File: config.mk
export PLATFORM = sky130hd
export DESIGN_NAME = xor_linear_basis_engine
export DESIGN_NICKNAME = d
export VERILOG_FILES = /design/src/rtl/core/xlb_pkg.sv /design/src/rtl/core/xlb_ctrl.sv /design/src/rtl/core/xlb_dpath.sv /design/src/rtl/core/xor_linear_basis_engine.sv
export SDC_FILE = /design/constraint.sdc
export NUM_CORES = 2
export LEC_CHECK = 0
export BUFFER_PORTS_ARGS = -buffer_cell sky130_fd_sc_hd__buf_2
export CAP_MARGIN = 10
export CORE_MARGIN = 4
export CORE_UTILIZATION = 55
export CTS_BUF_LIST = sky130_fd_sc_hd__clkbuf_8 sky130_fd_sc_hd__clkbuf_16
export DETAILED_ROUTE_END_ITERATION = 8
export PLACE_DENSITY = 0.82
export REMOVE_ABC_BUFFERS = 1
export SLEW_MARGIN = 20
export SYNTH_ARGS = -nofsm -noshare
export SYNTH_HDL_FRONTEND = slang
export SYNTH_SLANG_ARGS = --single-unit
File: constraint.sdc
create_clock -name clk -period 12.4 [get_ports clk]
set_input_delay 0.62 -clock clk [delete_from_list [all_inputs] [get_ports clk]]
set_output_delay 0.62 -clock clk [all_outputs]
set_load 0.02 [all_outputs]
File: src/rtl/core/xlb_pkg.sv
// xlb_pkg: constants, command codes and controller/datapath interface types
// for the XOR linear basis engine. No dependencies.

package xlb_pkg;

	localparam int BITS   = 30;          // word width and number of basis rows
	localparam int IDX_W  = 5;           // row index width
	localparam int RANK_W = 5;
	localparam int DEP_W  = 6;
	localparam int K_W    = 31;          // index and answer width
	localparam int CMD_W  = 3;

	localparam logic [IDX_W-1:0] LAST_IDX = IDX_W'(BITS - 1);
	localparam logic [DEP_W-1:0] DEP_SAT  = DEP_W'(61);
	localparam logic [DEP_W-1:0] DEP_MAXSHIFT = DEP_W'(K_W);

	typedef enum logic [CMD_W-1:0] {
		CMD_INSERT   = 3'd0,
		CMD_CONTAINS = 3'd1,
		CMD_MAX      = 3'd2,
		CMD_KTH      = 3'd3,
		CMD_KTH_DUP  = 3'd4
	} cmd_t;

	typedef enum logic [2:0] {
		ST_IDLE,
		ST_REDUCE,
		ST_UPDATE,
		ST_MAX,
		ST_KTH,
		ST_COMMIT,
		ST_DONE
	} state_t;

	typedef enum logic [2:0] {
		OP_NOP,
		OP_LOAD,
		OP_REDUCE,
		OP_UPDATE,
		OP_MAX,
		OP_KTH,
		OP_COMMIT,
		OP_EMIT
	} dp_op_t;

	typedef struct packed {
		dp_op_t           op;
		logic [IDX_W-1:0] idx;
	} dp_cmd_t;

	typedef struct packed {
		logic out_free;
	} dp_sts_t;

endpackage

File: src/rtl/core/xlb_ctrl.sv
// xlb_ctrl: basis engine sequencer, depends on xlb_pkg; walks the row index
// and issues one datapath operation per cycle, but holds in done for output.

module xlb_ctrl (
	input  logic                    clk,
	input  logic                    arst_n,
	input  logic                    s_tvalid,
	output logic                    s_tready,
	input  logic [xlb_pkg::CMD_W-1:0] command,
	input  xlb_pkg::dp_sts_t        sts,
	output xlb_pkg::dp_cmd_t        dcmd
);
	import xlb_pkg::*;

	state_t           state_q, state_d;
	cmd_t             cmd_in;
	cmd_t             cmd_q;
	logic [IDX_W-1:0] cnt_q;
	logic             accept;

	assign cmd_in = cmd_t'(command);
	assign accept = s_tvalid && s_tready;

	always_ff @(posedge clk or negedge arst_n) begin
		if (!arst_n) begin
			state_q <= ST_IDLE;
			cmd_q   <= CMD_INSERT;
			cnt_q   <= '0;
		end else begin
			state_q <= state_d;
			if (accept) begin
				cmd_q <= cmd_in;
				cnt_q <= (cmd_in inside {CMD_KTH, CMD_KTH_DUP}) ? '0 : LAST_IDX;
			end else begin
				case (state_q)
					ST_REDUCE, ST_UPDATE, ST_MAX: begin
						cnt_q <= (cnt_q == '0) ? LAST_IDX : cnt_q - IDX_W'(1);
					end
					ST_KTH: begin
						cnt_q <= (cnt_q == LAST_IDX) ? '0 : cnt_q + IDX_W'(1);
					end
					default: begin
						cnt_q <= cnt_q;
					end
				endcase
			end
		end
	end

	// next state
	always_comb begin
		state_d = state_q;
		case (state_q)
			ST_IDLE: begin
				if (s_tvalid) begin
					case (cmd_in)
						CMD_INSERT, CMD_CONTAINS: state_d = ST_REDUCE;
						CMD_MAX:                  state_d = ST_MAX;
						CMD_KTH, CMD_KTH_DUP:     state_d = ST_KTH;
						default:                  state_d = ST_DONE;
					endcase
				end
			end
			ST_REDUCE: begin
				if (cnt_q == '0)
					state_d = (cmd_q == CMD_INSERT) ? ST_UPDATE : ST_DONE;
			end
			ST_UPDATE: begin
				if (cnt_q == '0)
					state_d = ST_COMMIT;
			end
			ST_MAX: begin
				if (cnt_q == '0)
					state_d = ST_DONE;
			end
			ST_KTH: begin
				if (cnt_q == LAST_IDX)
					state_d = ST_DONE;
			end
			ST_COMMIT: begin
				state_d = ST_DONE;
			end
			ST_DONE: begin
				if (sts.out_free)
					state_d = ST_IDLE;
			end
			default: begin
				state_d = ST_IDLE;
			end
		endcase
	end

	// outputs
	always_comb begin
		s_tready = 1'b0;
		dcmd.op  = OP_NOP;
		dcmd.idx = cnt_q;
		case (state_q)
			ST_IDLE: begin
				s_tready = 1'b1;
				if (s_tvalid)
					dcmd.op = OP_LOAD;
			end
			ST_REDUCE: dcmd.op = OP_REDUCE;
			ST_UPDATE: dcmd.op = OP_UPDATE;
			ST_MAX:    dcmd.op = OP_MAX;
			ST_KTH:    dcmd.op = OP_KTH;
			ST_COMMIT: dcmd.op = OP_COMMIT;
			ST_DONE: begin
				if (sts.out_free)
					dcmd.op = OP_EMIT;
			end
			default: dcmd.op = OP_NOP;
		endcase
	end

endmodule

File: src/rtl/core/xlb_dpath.sv
// xlb_dpath: basis rows, working word, rank, dependent count and the
// result register. Depends on xlb_pkg.

module xlb_dpath (
	input  logic                    clk,
	input  logic                    arst_n,
	input  xlb_pkg::dp_cmd_t        dcmd,
	output xlb_pkg::dp_sts_t        sts,
	input  logic [xlb_pkg::CMD_W-1:0] command,
	input  logic [xlb_pkg::BITS-1:0]  value,
	input  logic [xlb_pkg::K_W-1:0]   index,
	output logic                    out_valid,
	input  logic                    out_ready,
	output logic signed [xlb_pkg::K_W-1:0] answer,
	output logic                    flag
);
	import xlb_pkg::*;

	logic [BITS-1:0]   rows_q [BITS];
	logic [BITS-1:0]   x_q;
	logic [K_W-1:0]    k_q;
	logic [IDX_W-1:0]  p_q;
	logic              p_valid_q;
	logic              oor_q;
	cmd_t              cmd_q;
	logic [RANK_W-1:0] rank_q;
	logic [DEP_W-1:0]  dep_q;
	logic [K_W-1:0]    ans_q;
	logic              flag_q;
	logic              out_valid_q;

	logic [BITS-1:0]   row_sel;
	logic              row_nz;
	cmd_t              cmd_in;
	logic [K_W-1:0]    k_eff;
	logic [K_W-1:0]    rank_mask;
	logic [K_W-1:0]    ans_d;
	logic              flag_d;

	assign row_sel = rows_q[dcmd.idx];
	assign row_nz  = (row_sel != '0);
	assign cmd_in  = cmd_t'(command);

	// duplicate-counting kth shifts k by the dependent count first
	always_comb begin
		k_eff = index;
		if (cmd_in == CMD_KTH_DUP)
			k_eff = (dep_q >= DEP_MAXSHIFT) ? '0 : (index >> dep_q);
		rank_mask = (K_W'(1) << rank_q) - K_W'(1);
	end

	always_comb begin
		ans_d  = '0;
		flag_d = 1'b0;
		case (cmd_q)
			CMD_INSERT:   flag_d = p_valid_q;
			CMD_CONTAINS: flag_d = (x_q == '0);
			CMD_MAX:      ans_d  = K_W'(x_q);
			CMD_KTH, CMD_KTH_DUP: ans_d = oor_q ? '1 : K_W'(x_q);
			default: begin
				ans_d  = '0;
				flag_d = 1'b0;
			end
		endcase
	end

	always_ff @(posedge clk or negedge arst_n) begin
		if (!arst_n) begin
			for (int r = 0; r < BITS; r++)
				rows_q[r] <= '0;
			rank_q      <= '0;
			dep_q       <= '0;
			out_valid_q <= 1'b0;
			p_valid_q   <= 1'b0;
			cmd_q       <= CMD_INSERT;
		end else begin
			if (dcmd.op == OP_EMIT)
				out_valid_q <= 1'b1;
			else if (out_ready)
				out_valid_q <= 1'b0;

			case (dcmd.op)
				OP_LOAD: begin
					cmd_q     <= cmd_in;
					p_valid_q <= 1'b0;
				end
				OP_REDUCE: begin
					if (x_q[dcmd.idx] && !row_nz && !p_valid_q)
						p_valid_q <= 1'b1;
				end
				OP_UPDATE: begin
					// store at the free leading bit, clear that bit in higher rows
					if (p_valid_q) begin
						if (dcmd.idx == p_q)
							rows_q[dcmd.idx] <= x_q;
						else if (dcmd.idx > p_q && row_sel[p_q])
							rows_q[dcmd.idx] <= row_sel ^ x_q;
					end
				end
				OP_COMMIT: begin
					if (p_valid_q)
						rank_q <= rank_q + RANK_W'(1);
					else if (dep_q < DEP_SAT)
						dep_q <= dep_q + DEP_W'(1);
				end
				default: begin
					cmd_q <= cmd_q;
				end
			endcase
		end
	end

	// payload registers
	always_ff @(posedge clk) begin
		case (dcmd.op)
			OP_LOAD: begin
				x_q   <= (cmd_in == CMD_INSERT || cmd_in == CMD_CONTAINS) ? value : '0;
				k_q   <= k_eff;
				oor_q <= |(k_eff & ~rank_mask);
			end
			OP_REDUCE: begin
				if (x_q[dcmd.idx] && row_nz)
					x_q <= x_q ^ row_sel;
				else if (x_q[dcmd.idx] && !p_valid_q)
					p_q <= dcmd.idx;
			end
			OP_MAX: begin
				if (!x_q[dcmd.idx])
					x_q <= x_q ^ row_sel;
			end
			OP_KTH: begin
				if (row_nz) begin
					if (k_q[0])
						x_q <= x_q ^ row_sel;
					k_q <= k_q >> 1;
				end
			end
			OP_EMIT: begin
				ans_q  <= ans_d;
				flag_q <= flag_d;
			end
			default: begin
				x_q <= x_q;
			end
		endcase
	end

	assign sts.out_free = !out_valid_q || out_ready;
	assign out_valid    = out_valid_q;
	assign answer       = $signed(ans_q);
	assign flag         = flag_q;

endmodule

File: src/rtl/core/xor_linear_basis_engine.sv
// Fully reduced GF(2) basis engine: one command beat in, one result beat out.
// Insert makes a reduce pass and a row update pass of 30 steps each over the
// single row read port, then a commit; contains makes the reduce pass only, max
// and kth one pass of 30 steps each, and unknown commands go straight to the
// result. One item at a time; the next beat is taken the cycle after the result
// enters the output register.
// Async reset clears all basis rows, rank, dependent count and output valid.

module xor_linear_basis_engine (
	input  logic        clk,
	input  logic        arst_n,
	input  logic        s_tvalid,
	output logic        s_tready,
	input  logic [63:0] s_tdata,   // value[29:0], index[60:30], zero pad
	input  logic [2:0]  s_tuser,   // command[2:0]
	output logic        m_tvalid,
	input  logic        m_tready,
	output logic [31:0] m_tdata    // answer[30:0], flag[31]
);
	import xlb_pkg::*;

	dp_cmd_t               dcmd;
	dp_sts_t               sts;
	logic signed [K_W-1:0] answer;
	logic                  flag;

	xlb_ctrl u_ctrl (
		.clk      (clk),
		.arst_n   (arst_n),
		.s_tvalid (s_tvalid),
		.s_tready (s_tready),
		.command  (s_tuser),
		.sts      (sts),
		.dcmd     (dcmd)
	);

	xlb_dpath u_dpath (
		.clk       (clk),
		.arst_n    (arst_n),
		.dcmd      (dcmd),
		.sts       (sts),
		.command   (s_tuser),
		.value     (s_tdata[BITS-1:0]),
		.index     (s_tdata[BITS+K_W-1:BITS]),
		.out_valid (m_tvalid),
		.out_ready (m_tready),
		.answer    (answer),
		.flag      (flag)
	);

	assign m_tdata = {flag, answer};

endmodule
==> key figures <==
Status
  – Status: finished, violations left
  – Failing checks: negative hold slack

Timing
  – Hold WS: -0.0000695 ns
  – Setup slack after layout: around 5.3 ns
  – Slew @ Worst Pin: approximately 1.2 ns
  – Period Utilization, post-route: 57.2%
  – Final Hold Violating Endpoints: 1
  – Rel. slew slack: 16.2%
  – Skew final: 0.0242 ns
  – Setup violators final: 0
  – Min Tclk post-route: 7.09 ns
  – RSZ-0062 raised after global routing: false
  – Fmax: 141 MHz
  – Slew Viols, Final: 0

Logic synthesis
  – Seq/Total Area, Yosys: 51.2%
  – Dominant synthesized flop cell: dfrtp_1
  – Netlist cell types: 79
  – Post-synth EDFFs: 99
  – Seq cells post-synth: 1026
  – Mean Syn Cell Area: 12.7 sq um
  – Yosys warnings: 0
  – Cells after synthesis: 4010
  – Mapped Area: roughly 50000 sq um
  – Async S/R FF share, synth: ~90%

Route
  – Routed Antenna Nets: 0
  – WL final: roughly 150 mm
  – Routed wire length per instance: approximately 29 um
  – Via count: 35600
  – Via-per-instance ratio: between 6 and 7
  – Drt first pass iters: 9
  – 1st-iter DRT viols: 4438
  – DR DRC count: 0

Power
  – Leakage: about 27 nW
  – IR Drop Worst-Case VDD: 0.149 mV
  – Power Dens Cells: 194 nW/um^2

Flow run
  – Max cap viols: 0

Clock network
  – Root buffer cell: clkbuf_16
  – Postcts setup bufs: 0
  – TritonCTS buffer count: 101
  – # hold bufs at CTS: 0
  – Clk_lat worst skew: 0.67 ns
  – Max Root-Sink Buffers: 3
  – H-tree depth: 3
  – Num Clock Sinks: 1026
  – Clk slew on worst S/H paths: roughly 0.06 ns
  – PostCTS Resize Cnt: 0
  – CTS tree: yes

Cells and area
  – P&R area growth vs syn: 10.5%
  – Non-Filler Instances: 5288
  – Multi-input logic area: 23600 sq um
  – Commonest non-fill, non-tap cell in the layout: dfrtp_1
  – FF+latch area: 26200 sq um
  – Fin util: between 60 and 70%
  – Layout cells sized above 1: 24.9%
  – Fillers: around 7000
  – Most frequent cells in the layout: dfrtp_1 (924), mux2_2 (508), mux2i_1 (454), mux2_1 (399), o22ai_1 (206)
  – NumNets Final: 4046

Global route
  – Gr busiest metal: met2
  – Total track usage: 30.5%
  – Initial antenna violation count: 7
  – Vias in the first global route: 36200
  – M3 GR Usage: around 8.6%
  – Grt ovf: 0
  – First-pass GRT wire length: 228 mm
  – Met2 GRT Util: 46.0%
  – Largest net degree at the start of global routing: between 150 and 200
  – Met1 GRT Util: 41.4%

Floorplanning
  – # IOs: 105
  – Chip Width: roughly 310 um
  – Vertical die dimension: 313 um
  – Rows: 111
  – Die area: 97900 sq um
  – Initial Util: 55.6%
  – Core Area: 91900 sq um

Setup path
  – Crit. End Element: flip-flop
  – Most used cell, CP: buf_4
  – Buf/Inv on CP: 4
  – Crit path arrival time: 7.62 ns
  – Critical Path RT: 12.93 ns
  – Crit-path cells: buf_4 > buf_4 > mux2i_1 > o22ai_1 > nor4_1 > nand2_1 > a31oi_1 > nand3_1 > o311ai_4 > buf_4 > a21oi_4 > buf_4 > mux2_1
  – Setup CP Type: flip-flop to flip-flop
  – Max incr delay on CP: ~1.0 ns
  – Startpoint types: flip-flop
  – CP max stage cell: dfrtp_4
  – Top delay family on crit path: buffers and inverters
  – Worst Path Max Fanout: 54

Placed design
  – Pre-CTS setup slack: 5.40 ns
  – Port bufs: 101
  – Placer Congestion: 0.920
  – Cells after DPL: 5096
  – Hpwl dp: 89.7 mm

Worst hold path
  – Worst hold path class: input port to async pin
==> report_power, final <==
part	switching (mW)	internal (mW)
logic	2.30	1.19
clock network	1.34	1.92
registers	0.428	3.79
==> final cells by class <==
class | instances | area share [%]
well taps | 1243 | 2.75
flip-flops and latches | 1026 | 46.4
repair buffers | 206 | 2.40
clock buffers | 131 | 5.29
clock inverters | 58 | 1.05
diodes | 3 | 0.0133
inverters | 35 | 0.233
multi-input cells | 2586 | 41.9
==> stage by stage <==
stage | TNS, ns | power, mW | hold WS, ns | cell area, sq um
after CTS | 0 | 10.8 | 0.0595 | 56200
final | 0 | 11.0 | -0.0000695 | 56500
after global placement | 0 | 7.51 | 0.464 | 52600
after global routing | 0 | 11.3 | 0.108 | 56500
after floorplan | -6327.13 | 7.05 | 0.324 | 49300
after detailed placement | 0 | 7.56 | 0.474 | 52700
==> worst register-to-register path: cells and delay by family, from the launching register on <==
| family | cells | cell delay, ns |
|---|---|---|
| buffers and inverters | 4 | 2.99 |
| AOI/OAI and AO/OA | 4 | 1.11 |
| and+or+nand+nor | 3 | 1.04 |
| DFF | 1 | 1.02 |
| muxes | 2 | 0.81 |
==> cells by family (layout without fill, tap and decap cells) <==
kind of cell | after synthesis | count (layout) | synth area share, %
muxes | 1408 | 1408 | 30.9
DFF | 1026 | 1026 | 51.2
buffers and inverters | 398 | 430 | 3.83
xor gates and xnor gates | 79 | 79 | 1.35
adders and majority gates | 19 | 19 | 0.465
AOI/OAI and AO/OA | 518 | 518 | 6.95
and+or+nand+nor | 562 | 562 | 5.26
other | 0 | 3 | 0
==> final timing paths <==
check | from | to | slack [ns] | cells past startpoint
worst max-delay path | u_ctrl.cnt_q[1] | u_dpath.rows_q[533] | 5.31 | 13
worst max register to register | u_ctrl.cnt_q[1] | u_dpath.rows_q[533] | 5.31 | 13
worst min-delay path | arst_n | u_dpath.rows_q[129] | -0.00007 | 1
min in group clk | s_tdata[9] | u_dpath.x_q[9] | 0.25 | 2
max in group asynchronous | arst_n | u_dpath.rows_q[472] | 9.26 | 4
worst min register to register | u_dpath.rows_q[624] | u_dpath.rows_q[624] | 0.48 | 1
==> Yosys cell counts (12+ instances only) <==
library cell | count | share of area [%]
a21oi_2 | 14 | 0.24
edfxtp_1 | 99 | 5.8
nand2_1 | 191 | 1.4
nor2_1 | 155 | 1.1
o22ai_1 | 206 | 2.5
o21ai_0 | 58 | 0.57
a211oi_1 | 17 | 0.25
nor4_1 | 79 | 0.97
dfrtp_1 | 927 | 45
nor3_1 | 27 | 0.26
inv_1 | 31 | 0.23
buf_6 | 12 | 0.26
buf_4 | 62 | 0.91
xor2_1 | 39 | 0.67
mux2i_1 | 454 | 8.9
mux4_2 | 47 | 2.1
a31oi_1 | 19 | 0.23
a21o_1 | 30 | 0.44
clkbuf_1 | 157 | 1.2
xnor2_1 | 40 | 0.69
nand4_1 | 14 | 0.17
ha_1 | 19 | 0.47
a22o_1 | 40 | 0.69
nand3_1 | 26 | 0.25
buf_2 | 113 | 1.1
mux2_1 | 399 | 8.8
a21oi_1 | 51 | 0.50
buf_1 | 19 | 0.14
mux2_2 | 508 | 11
==> layer usage <==
metal / vias to the layer above / part of all wire (%)
li1: 14700 / -
met5: - / 0.028
met2: 2116 / 44
met3: 518 / 12
met4: 6 / 5.3
met1: 18300 / 39
==> flip-flops by register name (all words and copies together), names as in the netlist, 5 cells and up <==
signal          flops
u_dpath.answer     31
u_dpath.x_q        30
u_dpath.p_q         5
u_ctrl.cnt_q        5
u_dpath.dep_q       6
u_dpath.k_q        31
u_dpath.rank_q      5
u_dpath.rows_q    900
Power figures use the tool's default switching activity.
